**config.mk**
```make
export PLATFORM = sky130hd
export DESIGN_NAME = atapio_ctrl
export DESIGN_NICKNAME = d
export VERILOG_FILES = /design/src/rtl/atapio_pkg.sv /design/src/rtl/atapio_ctrl.sv
export SDC_FILE = /design/constraint.sdc
export NUM_CORES = 1
export LEC_CHECK = 0
export CAP_MARGIN = 10
export CORE_AREA = 3 3 40 42
export CTS_CLUSTER_SIZE = 30
export DETAILED_ROUTE_END_ITERATION = 10
export DIE_AREA = 0 0 43 45
export DONT_BUFFER_PORTS = 1
export GPL_TIMING_DRIVEN = 0
export PLACE_DENSITY_LB_ADDON = 0.05
export REMOVE_ABC_BUFFERS = 1
export SLEW_MARGIN = 5
export SYNTH_ARGS = -nofsm -noshare
export SYNTH_HDL_FRONTEND = slang
export SYNTH_SLANG_ARGS = --single-unit
```
**constraint.sdc**
```tcl
create_clock -name aclk -period 4.2 [get_ports aclk]
set_input_delay 0.84 -clock aclk [delete_from_list [all_inputs] [get_ports aclk]]
set_output_delay 0.84 -clock aclk [all_outputs]
set_load 0.02 [all_outputs]
```
**src/rtl/atapio_pkg.sv**
```systemverilog
`default_nettype none
package atapio_pkg;

    localparam int SECTOR_BYTES = 512;
    localparam int NUM_SECTORS  = 32;
    localparam int BYTE_AW      = $clog2(SECTOR_BYTES);
    localparam int SECT_W       = (NUM_SECTORS > 1) ? $clog2(NUM_SECTORS) : 1;
    localparam int IMG_DEPTH    = NUM_SECTORS * SECTOR_BYTES;
    localparam int IMG_AW       = $clog2(IMG_DEPTH);

    localparam logic [7:0] ST_READY = 8'h40;
    localparam logic [7:0] ST_DRQ   = 8'h08;

    localparam logic [7:0] CMD_READ0  = 8'h20;
    localparam logic [7:0] CMD_READ1  = 8'h21;
    localparam logic [7:0] CMD_WRITE0 = 8'h30;
    localparam logic [7:0] CMD_WRITE1 = 8'h31;
    localparam logic [7:0] CMD_IDENT  = 8'hEC;

    localparam logic [3:0] OFF_DATA     = 4'd0;
    localparam logic [3:0] OFF_TF_FIRST = 4'd1;
    localparam logic [3:0] OFF_TF_LAST  = 4'd6;
    localparam logic [3:0] OFF_CMD      = 4'd7;
    localparam logic [3:0] OFF_HIGH     = 4'd8;

    localparam logic [3:0] OP_NONE    = 4'd0;
    localparam logic [3:0] OP_LOAD    = 4'd1;
    localparam logic [3:0] OP_REG     = 4'd2;
    localparam logic [3:0] OP_CMD     = 4'd3;
    localparam logic [3:0] OP_RD_ADDR = 4'd4;
    localparam logic [3:0] OP_RD_LO   = 4'd5;
    localparam logic [3:0] OP_RD_HI   = 4'd6;
    localparam logic [3:0] OP_WR_LO   = 4'd7;
    localparam logic [3:0] OP_WR_HI   = 4'd8;
    localparam logic [3:0] OP_ADV     = 4'd9;
    localparam logic [3:0] OP_XFER    = 4'd10;
    localparam logic [3:0] OP_SECEND  = 4'd11;

    localparam logic [1:0] XK_FETCH = 2'd0;
    localparam logic [1:0] XK_CLEAR = 2'd1;
    localparam logic [1:0] XK_IDENT = 2'd2;
    localparam logic [1:0] XK_STORE = 2'd3;

    typedef struct packed {
        logic [3:0] op;
        logic       out_load;
    } dp_cmd_t;

    typedef struct packed {
        logic req_write;
        logic off_data;
        logic off_cmd;
        logic word_ok;
        logic write_mode;
        logic cmd_starts;
        logic sector_end;
        logic xfer_done;
        logic xfer_store;
        logic more_sectors;
    } dp_stat_t;

    function automatic logic [7:0] boot_byte(input logic [8:0] a);
        logic [7:0] b;
        case (a)
            9'd0:   b = 8'h4C;
            9'd1:   b = 8'h49;
            9'd2:   b = 8'h42;
            9'd3:   b = 8'h43;
            9'd4:   b = 8'h50;
            9'd5:   b = 8'h55;
            9'd6:   b = 8'h20;
            9'd7:   b = 8'h58;
            9'd8:   b = 8'h54;
            9'd9:   b = 8'h2D;
            9'd10:  b = 8'h49;
            9'd11:  b = 8'h44;
            9'd12:  b = 8'h45;
            9'd13:  b = 8'h20;
            9'd14:  b = 8'h53;
            9'd15:  b = 8'h45;
            9'd16:  b = 8'h43;
            9'd17:  b = 8'h54;
            9'd18:  b = 8'h4F;
            9'd19:  b = 8'h52;
            9'd20:  b = 8'h20;
            9'd21:  b = 8'h30;
            9'd22:  b = 8'h20;
            9'd23:  b = 8'h2D;
            9'd24:  b = 8'h20;
            9'd25:  b = 8'h50;
            9'd26:  b = 8'h49;
            9'd27:  b = 8'h4F;
            9'd28:  b = 8'h20;
            9'd29:  b = 8'h52;
            9'd30:  b = 8'h45;
            9'd31:  b = 8'h41;
            9'd32:  b = 8'h44;
            9'd33:  b = 8'h20;
            9'd34:  b = 8'h4F;
            9'd35:  b = 8'h4B;
            9'd510: b = 8'h55;
            9'd511: b = 8'hAA;
            default: b = 8'h00;
        endcase
        return b;
    endfunction

    function automatic logic [7:0] ident_byte(input logic [8:0] a);
        logic [7:0] b;
        case (a)
            9'd0:   b = 8'h40;
            9'd54:  b = 8'h49;
            9'd55:  b = 8'h4C;
            9'd56:  b = 8'h43;
            9'd57:  b = 8'h42;
            9'd58:  b = 8'h55;
            9'd59:  b = 8'h50;
            9'd60:  b = 8'h58;
            9'd61:  b = 8'h20;
            9'd62:  b = 8'h49;
            9'd63:  b = 8'h54;
            9'd64:  b = 8'h45;
            9'd65:  b = 8'h44;
            9'd66:  b = 8'h44;
            9'd67:  b = 8'h20;
            9'd68:  b = 8'h53;
            9'd69:  b = 8'h49;
            9'd70:  b = 8'h20;
            9'd71:  b = 8'h4B;
            9'd120: b = 8'(NUM_SECTORS);
            9'd121: b = 8'(NUM_SECTORS >> 8);
            default: b = 8'h00;
        endcase
        return b;
    endfunction

endpackage
`default_nettype wire

```
**src/rtl/atapio_ctrl.sv**
```systemverilog
`default_nettype none
module atapio_ctrl
    import atapio_pkg::*;
(
    input  wire logic     aclk,
    input  wire logic     aresetn,
    input  wire logic     s_valid,
    output logic          s_ready,
    output logic          m_valid,
    input  wire logic     m_ready,
    input  wire dp_stat_t st,
    output dp_cmd_t       cmd
);

    localparam logic [3:0] S_IDLE   = 4'd0;
    localparam logic [3:0] S_DECODE = 4'd1;
    localparam logic [3:0] S_RD_LO  = 4'd2;
    localparam logic [3:0] S_RD_HI  = 4'd3;
    localparam logic [3:0] S_WR_HI  = 4'd4;
    localparam logic [3:0] S_ADV    = 4'd5;
    localparam logic [3:0] S_XFER   = 4'd6;
    localparam logic [3:0] S_SECEND = 4'd7;
    localparam logic [3:0] S_DONE   = 4'd8;

    logic [3:0] state_reg, state_next;
    logic       m_valid_reg, m_valid_next;

    always_comb begin
        state_next   = state_reg;
        cmd.op       = OP_NONE;
        cmd.out_load = 1'b0;
        case (state_reg)
            S_IDLE: begin
                if (s_valid) begin
                    cmd.op     = OP_LOAD;
                    state_next = S_DECODE;
                end
            end
            S_DECODE: begin
                if (st.off_data) begin
                    if (!st.req_write) begin
                        if (st.word_ok) begin
                            cmd.op     = OP_RD_ADDR;
                            state_next = S_RD_LO;
                        end else begin
                            state_next = S_DONE;
                        end
                    end else if (st.write_mode && st.word_ok) begin
                        cmd.op     = OP_WR_LO;
                        state_next = S_WR_HI;
                    end else begin
                        state_next = S_DONE;
                    end
                end else if (st.off_cmd && st.req_write) begin
                    cmd.op     = OP_CMD;
                    state_next = st.cmd_starts ? S_XFER : S_DONE;
                end else begin
                    cmd.op     = OP_REG;
                    state_next = S_DONE;
                end
            end
            S_RD_LO: begin
                cmd.op     = OP_RD_LO;
                state_next = S_RD_HI;
            end
            S_RD_HI: begin
                cmd.op     = OP_RD_HI;
                state_next = S_ADV;
            end
            S_WR_HI: begin
                cmd.op     = OP_WR_HI;
                state_next = S_ADV;
            end
            S_ADV: begin
                cmd.op = OP_ADV;
                if (st.sector_end) begin
                    state_next = st.write_mode ? S_XFER : S_SECEND;
                end else begin
                    state_next = S_DONE;
                end
            end
            S_XFER: begin
                cmd.op = OP_XFER;
                if (st.xfer_done) begin
                    state_next = st.xfer_store ? S_SECEND : S_DONE;
                end
            end
            S_SECEND: begin
                cmd.op     = OP_SECEND;
                state_next = st.more_sectors ? S_XFER : S_DONE;
            end
            S_DONE: begin
                if (!m_valid_reg || m_ready) begin
                    cmd.out_load = 1'b1;
                    state_next   = S_IDLE;
                end
            end
            default: begin
                state_next = S_IDLE;
            end
        endcase
    end

    always_comb begin
        m_valid_next = m_valid_reg;
        if (cmd.out_load) begin
            m_valid_next = 1'b1;
        end else if (m_ready) begin
            m_valid_next = 1'b0;
        end
    end

    always_ff @(posedge aclk) begin
        if (!aresetn) begin
            state_reg   <= S_IDLE;
            m_valid_reg <= 1'b0;
        end else begin
            state_reg   <= state_next;
            m_valid_reg <= m_valid_next;
        end
    end

    assign s_ready = (state_reg == S_IDLE);
    assign m_valid = m_valid_reg;

endmodule
`default_nettype wire

```
# ---- Word-level counts from Yosys, hierarchy flattened
# Cells that the tools add are included.
dict set report totals {
  register_bits 5
  latchBits 0
  mem_bits_rw 0
  mem_bits_ro 0
  out_inout_bits 7
  elab_cells 46
  n_memories 0
}
dict set report classes {
  addsub 0
  multipliers 0
  div_mod_pow 0
  n_lt_le_gt_ge 0
  n_eq_ne 11
  n_shift 0
  mux 25
  n_bitwise 0
  reduce_logical 8
}
# cell count
set ops {}
lappend ops {{4-bit case mux with 8 select lines} 2}
lappend ops {{4-bit two-way mux} 14}
lappend ops {{4-bit by 3-bit == test with 1-bit output, second input constant} 4}
lappend ops {{4-bit by 2-bit == test with 1-bit output, second input constant} 2}
lappend ops {{1-bit two-way mux} 7}
lappend ops {{3-bit two-way mux} 2}
lappend ops {{2-bit inequality test, second input constant} 3}
lappend ops {{4-bit by 1-bit == test with 1-bit output, second input constant} 1}
lappend ops {{4-bit == test, second input constant} 1}
lappend ops {{4-bit zero test} 1}
lappend ops {{3-bit AND reduction} 1}
lappend ops {{1-bit logical AND} 2}
lappend ops {{2-bit nonzero test} 1}
lappend ops {{2-bit OR reduction} 1}
lappend ops {{1-bit zero test} 1}
lappend ops {{1-bit logical OR} 1}

# ---- Depth between registers and ports, before layout
dict set report depth {
  depth_word 5
  mapped_depth 6
  mapped_depth_nobuf 4
}

# ---- Worst setup path after synthesis
# No wires, ideal clock.
dict set report synth_path {
  kind {in2out}
  from {input st[6] in the netlist's numbering}
  to {output cmd[2] in the netlist's numbering}
  t_arrival_ps 1602
  required_ps 3360
  setup_slack_ps 1758
  cell_stages 4
  path_buffers 0
  cell_sequence {nand3_1 a21oi_1 nor2_1 a211oi_1}
}
# element line_no
set synth_rtl {}
lappend synth_rtl {{start: declaration} atapio_ctrl.sv:11} ;# input wire dp_stat_t st,
lappend synth_rtl {{end: declaration} atapio_ctrl.sv:12} ;# output dp_cmd_t cmd

==> results.sh <==
export IMPL_numCtsBuffers=3
export IMPL_outcome="finished clean"
export IMPL_drcViolationCount=0
export IMPL_antenna_cells=0
export IMPL_final_cell_mix="a21oi_1 (8), nand2_1 (5), nand2b_1 (5), dfxtp_1 (5)"
export IMPL_setup_ws_ps=1664
export IMPL_die_h_um=45
export IMPL_postCtsSetupBuffers=0
export IMPL_ys_types=35
export IMPL_worstPathRequired_ps=3360
export IMPL_utilization=0.4002
export IMPL_path_class="in2out"
export IMPL_clk_pin_slew_ps=40
export IMPL_tightestPinTransition_ps=876.2
export IMPL_critPathMaxFanout=5
export IMPL_startpoint_type="input pin"
export IMPL_period_share=0.6038
export IMPL_arrival_ps=1700
export IMPL_routedWlPerCell_um=14.36
export IMPL_finalMaxSlewViolations=0
export IMPL_largest_reg_flops=4
export IMPL_ant_nets=0
export IMPL_setup_violations=0
export IMPL_synth_mux_area_frac=0.01990
export IMPL_synthesis_instances=69
export IMPL_syn_avg_cell_area_sq_um=7.290
export IMPL_die_area_sq_mm=0.001935
export IMPL_cts_tree="built"
export IMPL_synth_top_family_by_area="simple AND/OR/NAND/NOR gates"
export IMPL_min_delay_start="state_reg[1]"
export IMPL_place_port_buffers=0
export IMPL_finalPower_uw=144.4
export IMPL_clk_path_buf_depth=2
export IMPL_hold_viol=0
export IMPL_drv_cap=0
export IMPL_place_area_sq_um=488.0
export IMPL_start_util=0.3914
export IMPL_hold_slack_ps=694.0
export IMPL_grt_pass1_vias=478
export IMPL_r2r_end="state_reg[1]"
export IMPL_pre_cts_slack_ps=1662
export IMPL_syn_area_sq_um=503.0
export IMPL_fin_area_sq_um=514.2
export IMPL_synthAdderAreaFrac=0
export IMPL_core_area_sq_mm=0.001285
export IMPL_antenna_found_initial=0
export IMPL_num_rows=13
export IMPL_yosysSeqAreaShare=0.1990
export IMPL_fin_skew_ps=2.150
export IMPL_cellLeakagePower_nw=0.2049
export IMPL_dpl_hpwl_um=941.1
export IMPL_htreeDepth=1
export IMPL_path_cells="nand2_1 > a21oi_1 > a21oi_1 > nor3_1"
export IMPL_nets=83
export IMPL_drt_pass1_iter_count=4
export IMPL_fmax_ghz=0.3943
export IMPL_synth_warnings=0
export IMPL_grt_first_pass_wirelength_um=2014
export IMPL_cts_repair_resized=0
export IMPL_layout_commonest_cell="a21oi_1"
export IMPL_end_kind="primary output"
export IMPL_synth_simple_area_share=0.3383
export IMPL_drive_above_1_share=0.1324
export IMPL_drt_iter0_drc=6
export IMPL_post_synth_xor_area_fraction=0
export IMPL_grt_max_degree=18
export IMPL_reg2reg_slack_ps=2690
export IMPL_ir_drop_mv=0.1500
export IMPL_rsz0062_at_grt="false"
export IMPL_area_growth_synth_to_final_pct=2.239
export IMPL_gp_congestion=0.7678
export IMPL_rr_worst_depth=3
export IMPL_fin_crit_ps=2536
export IMPL_crit_start="st[8]"
export IMPL_cpMaxStageDelayCell="nor3_1"
export IMPL_synth_ff_latch_count=5
export IMPL_hold_end="state_reg[0]"
export IMPL_vias_per_cell=5.988
export IMPL_power_density_mw_per_mm2=280.9
export IMPL_insertion_delay_ps=230
export IMPL_reg2reg_from="state_reg[1]"
export IMPL_hold_path_class="reg2reg"
export IMPL_overflow=0
export IMPL_root_buffer="clkbuf_4"
export IMPL_place_inst=79
export IMPL_critPathMaxStageDelay_ps=520
export IMPL_synth_compound_area_share=0.3383
export IMPL_wirelength_um=1192
export IMPL_fin_cells=83
export IMPL_chipWidth_um=43
export IMPL_relSlewSlack=0.4105
export IMPL_hold_path_depth=2
export IMPL_crit_top_cell="a21oi_1"
export IMPL_vias=497
export IMPL_clkSinkCount=5
export IMPL_grt_usage=0.1389
export IMPL_fin_tns_setup_ps=0
export IMPL_ioPinCount=21
export IMPL_cts_hold_buf=0
[worst max-delay path: cells and delay by family]
| family | cells | cell delay, ps |
|---|---|---|
| and+or+nand+nor | 2 | 570 |
| AOI/OAI and AO/OA | 2 | 290 |
[worst max-delay path by stage]
stage | slack (ps) | endpoint | cells past startpoint
global route | 1540 | cmd[2] | 4
detailed placement | 1660 | cmd[2] | 4
floorplan | 1750 | cmd[2] | 4
finish | 1660 | cmd[3] | 4
global placement | 1670 | cmd[3] | 4
CTS | 1660 | cmd[2] | 4
[routing by layer]
| metal | GRT usage | vias up | wire (um) |
|---|---|---|---|
| met5 | 0 | - | 0 |
| met4 | 0.1084 | 0 | 17 |
| met3 | 0.03586 | 2 | 76 |
| met2 | 0.2216 | 13 | 563 |
| met1 | 0.1587 | 229 | 535 |
| li1 | - | 253 | - |
[report_power, final]
part	internal [mW]	total, mW	leakage (nW)	switching [mW]
clock	0.0358	0.0530	0.0150	0.0172
combinational	0.0141	0.0344	0.149	0.0202
sequential	0.0502	0.0570	0.0407	0.00688
[Yosys cell counts]
cell type	number	area (sq um)
a21o_1	1	7.510
o21ai_0	3	15.01
nor4_1	1	6.260
nor2_1	3	11.26
o21a_1	1	7.510
nor3_1	1	5.000
nand4bb_1	1	11.26
o211ai_1	1	7.510
or3_4	1	11.26
a32o_1	1	10.01
a21oi_2	1	8.760
nand4b_1	1	8.760
a211oi_1	2	15.01
inv_2	2	7.510
buf_4	1	7.510
nor4b_1	1	8.760
o21ai_1	1	5.000
nor3b_1	1	7.510
and3_1	2	12.51
inv_1	3	11.26
o21ai_2	1	8.760
nand2_1	5	18.77
nand2b_1	5	31.28
o22ai_1	3	18.77
a21oi_1	8	40.04
nor4b_2	1	15.01
buf_2	3	15.01
a41o_1	1	10.01
nand3_1	2	10.01
dfxtp_1	5	100.1
nor2b_1	2	12.51
buf_6	1	11.26
a21boi_1	1	7.510
a211o_1	1	8.760
mux2i_1	1	10.01
[cell families after synthesis]
kind of cell           Yosys count
buffers and inverters           10
muxes                            1
and+or+nand+nor                 27
AOI/OAI and AO/OA               26
DFF                              5
[layout make-up]
class	count	area [sq um]
fill	149	770.7
clock buffer	4	26.28
tap	15	18.77
multi-input combinational	54	350.3
sequential	5	100.1
inverter	5	18.77
Note: power is estimated with default switching activity, not from simulation.
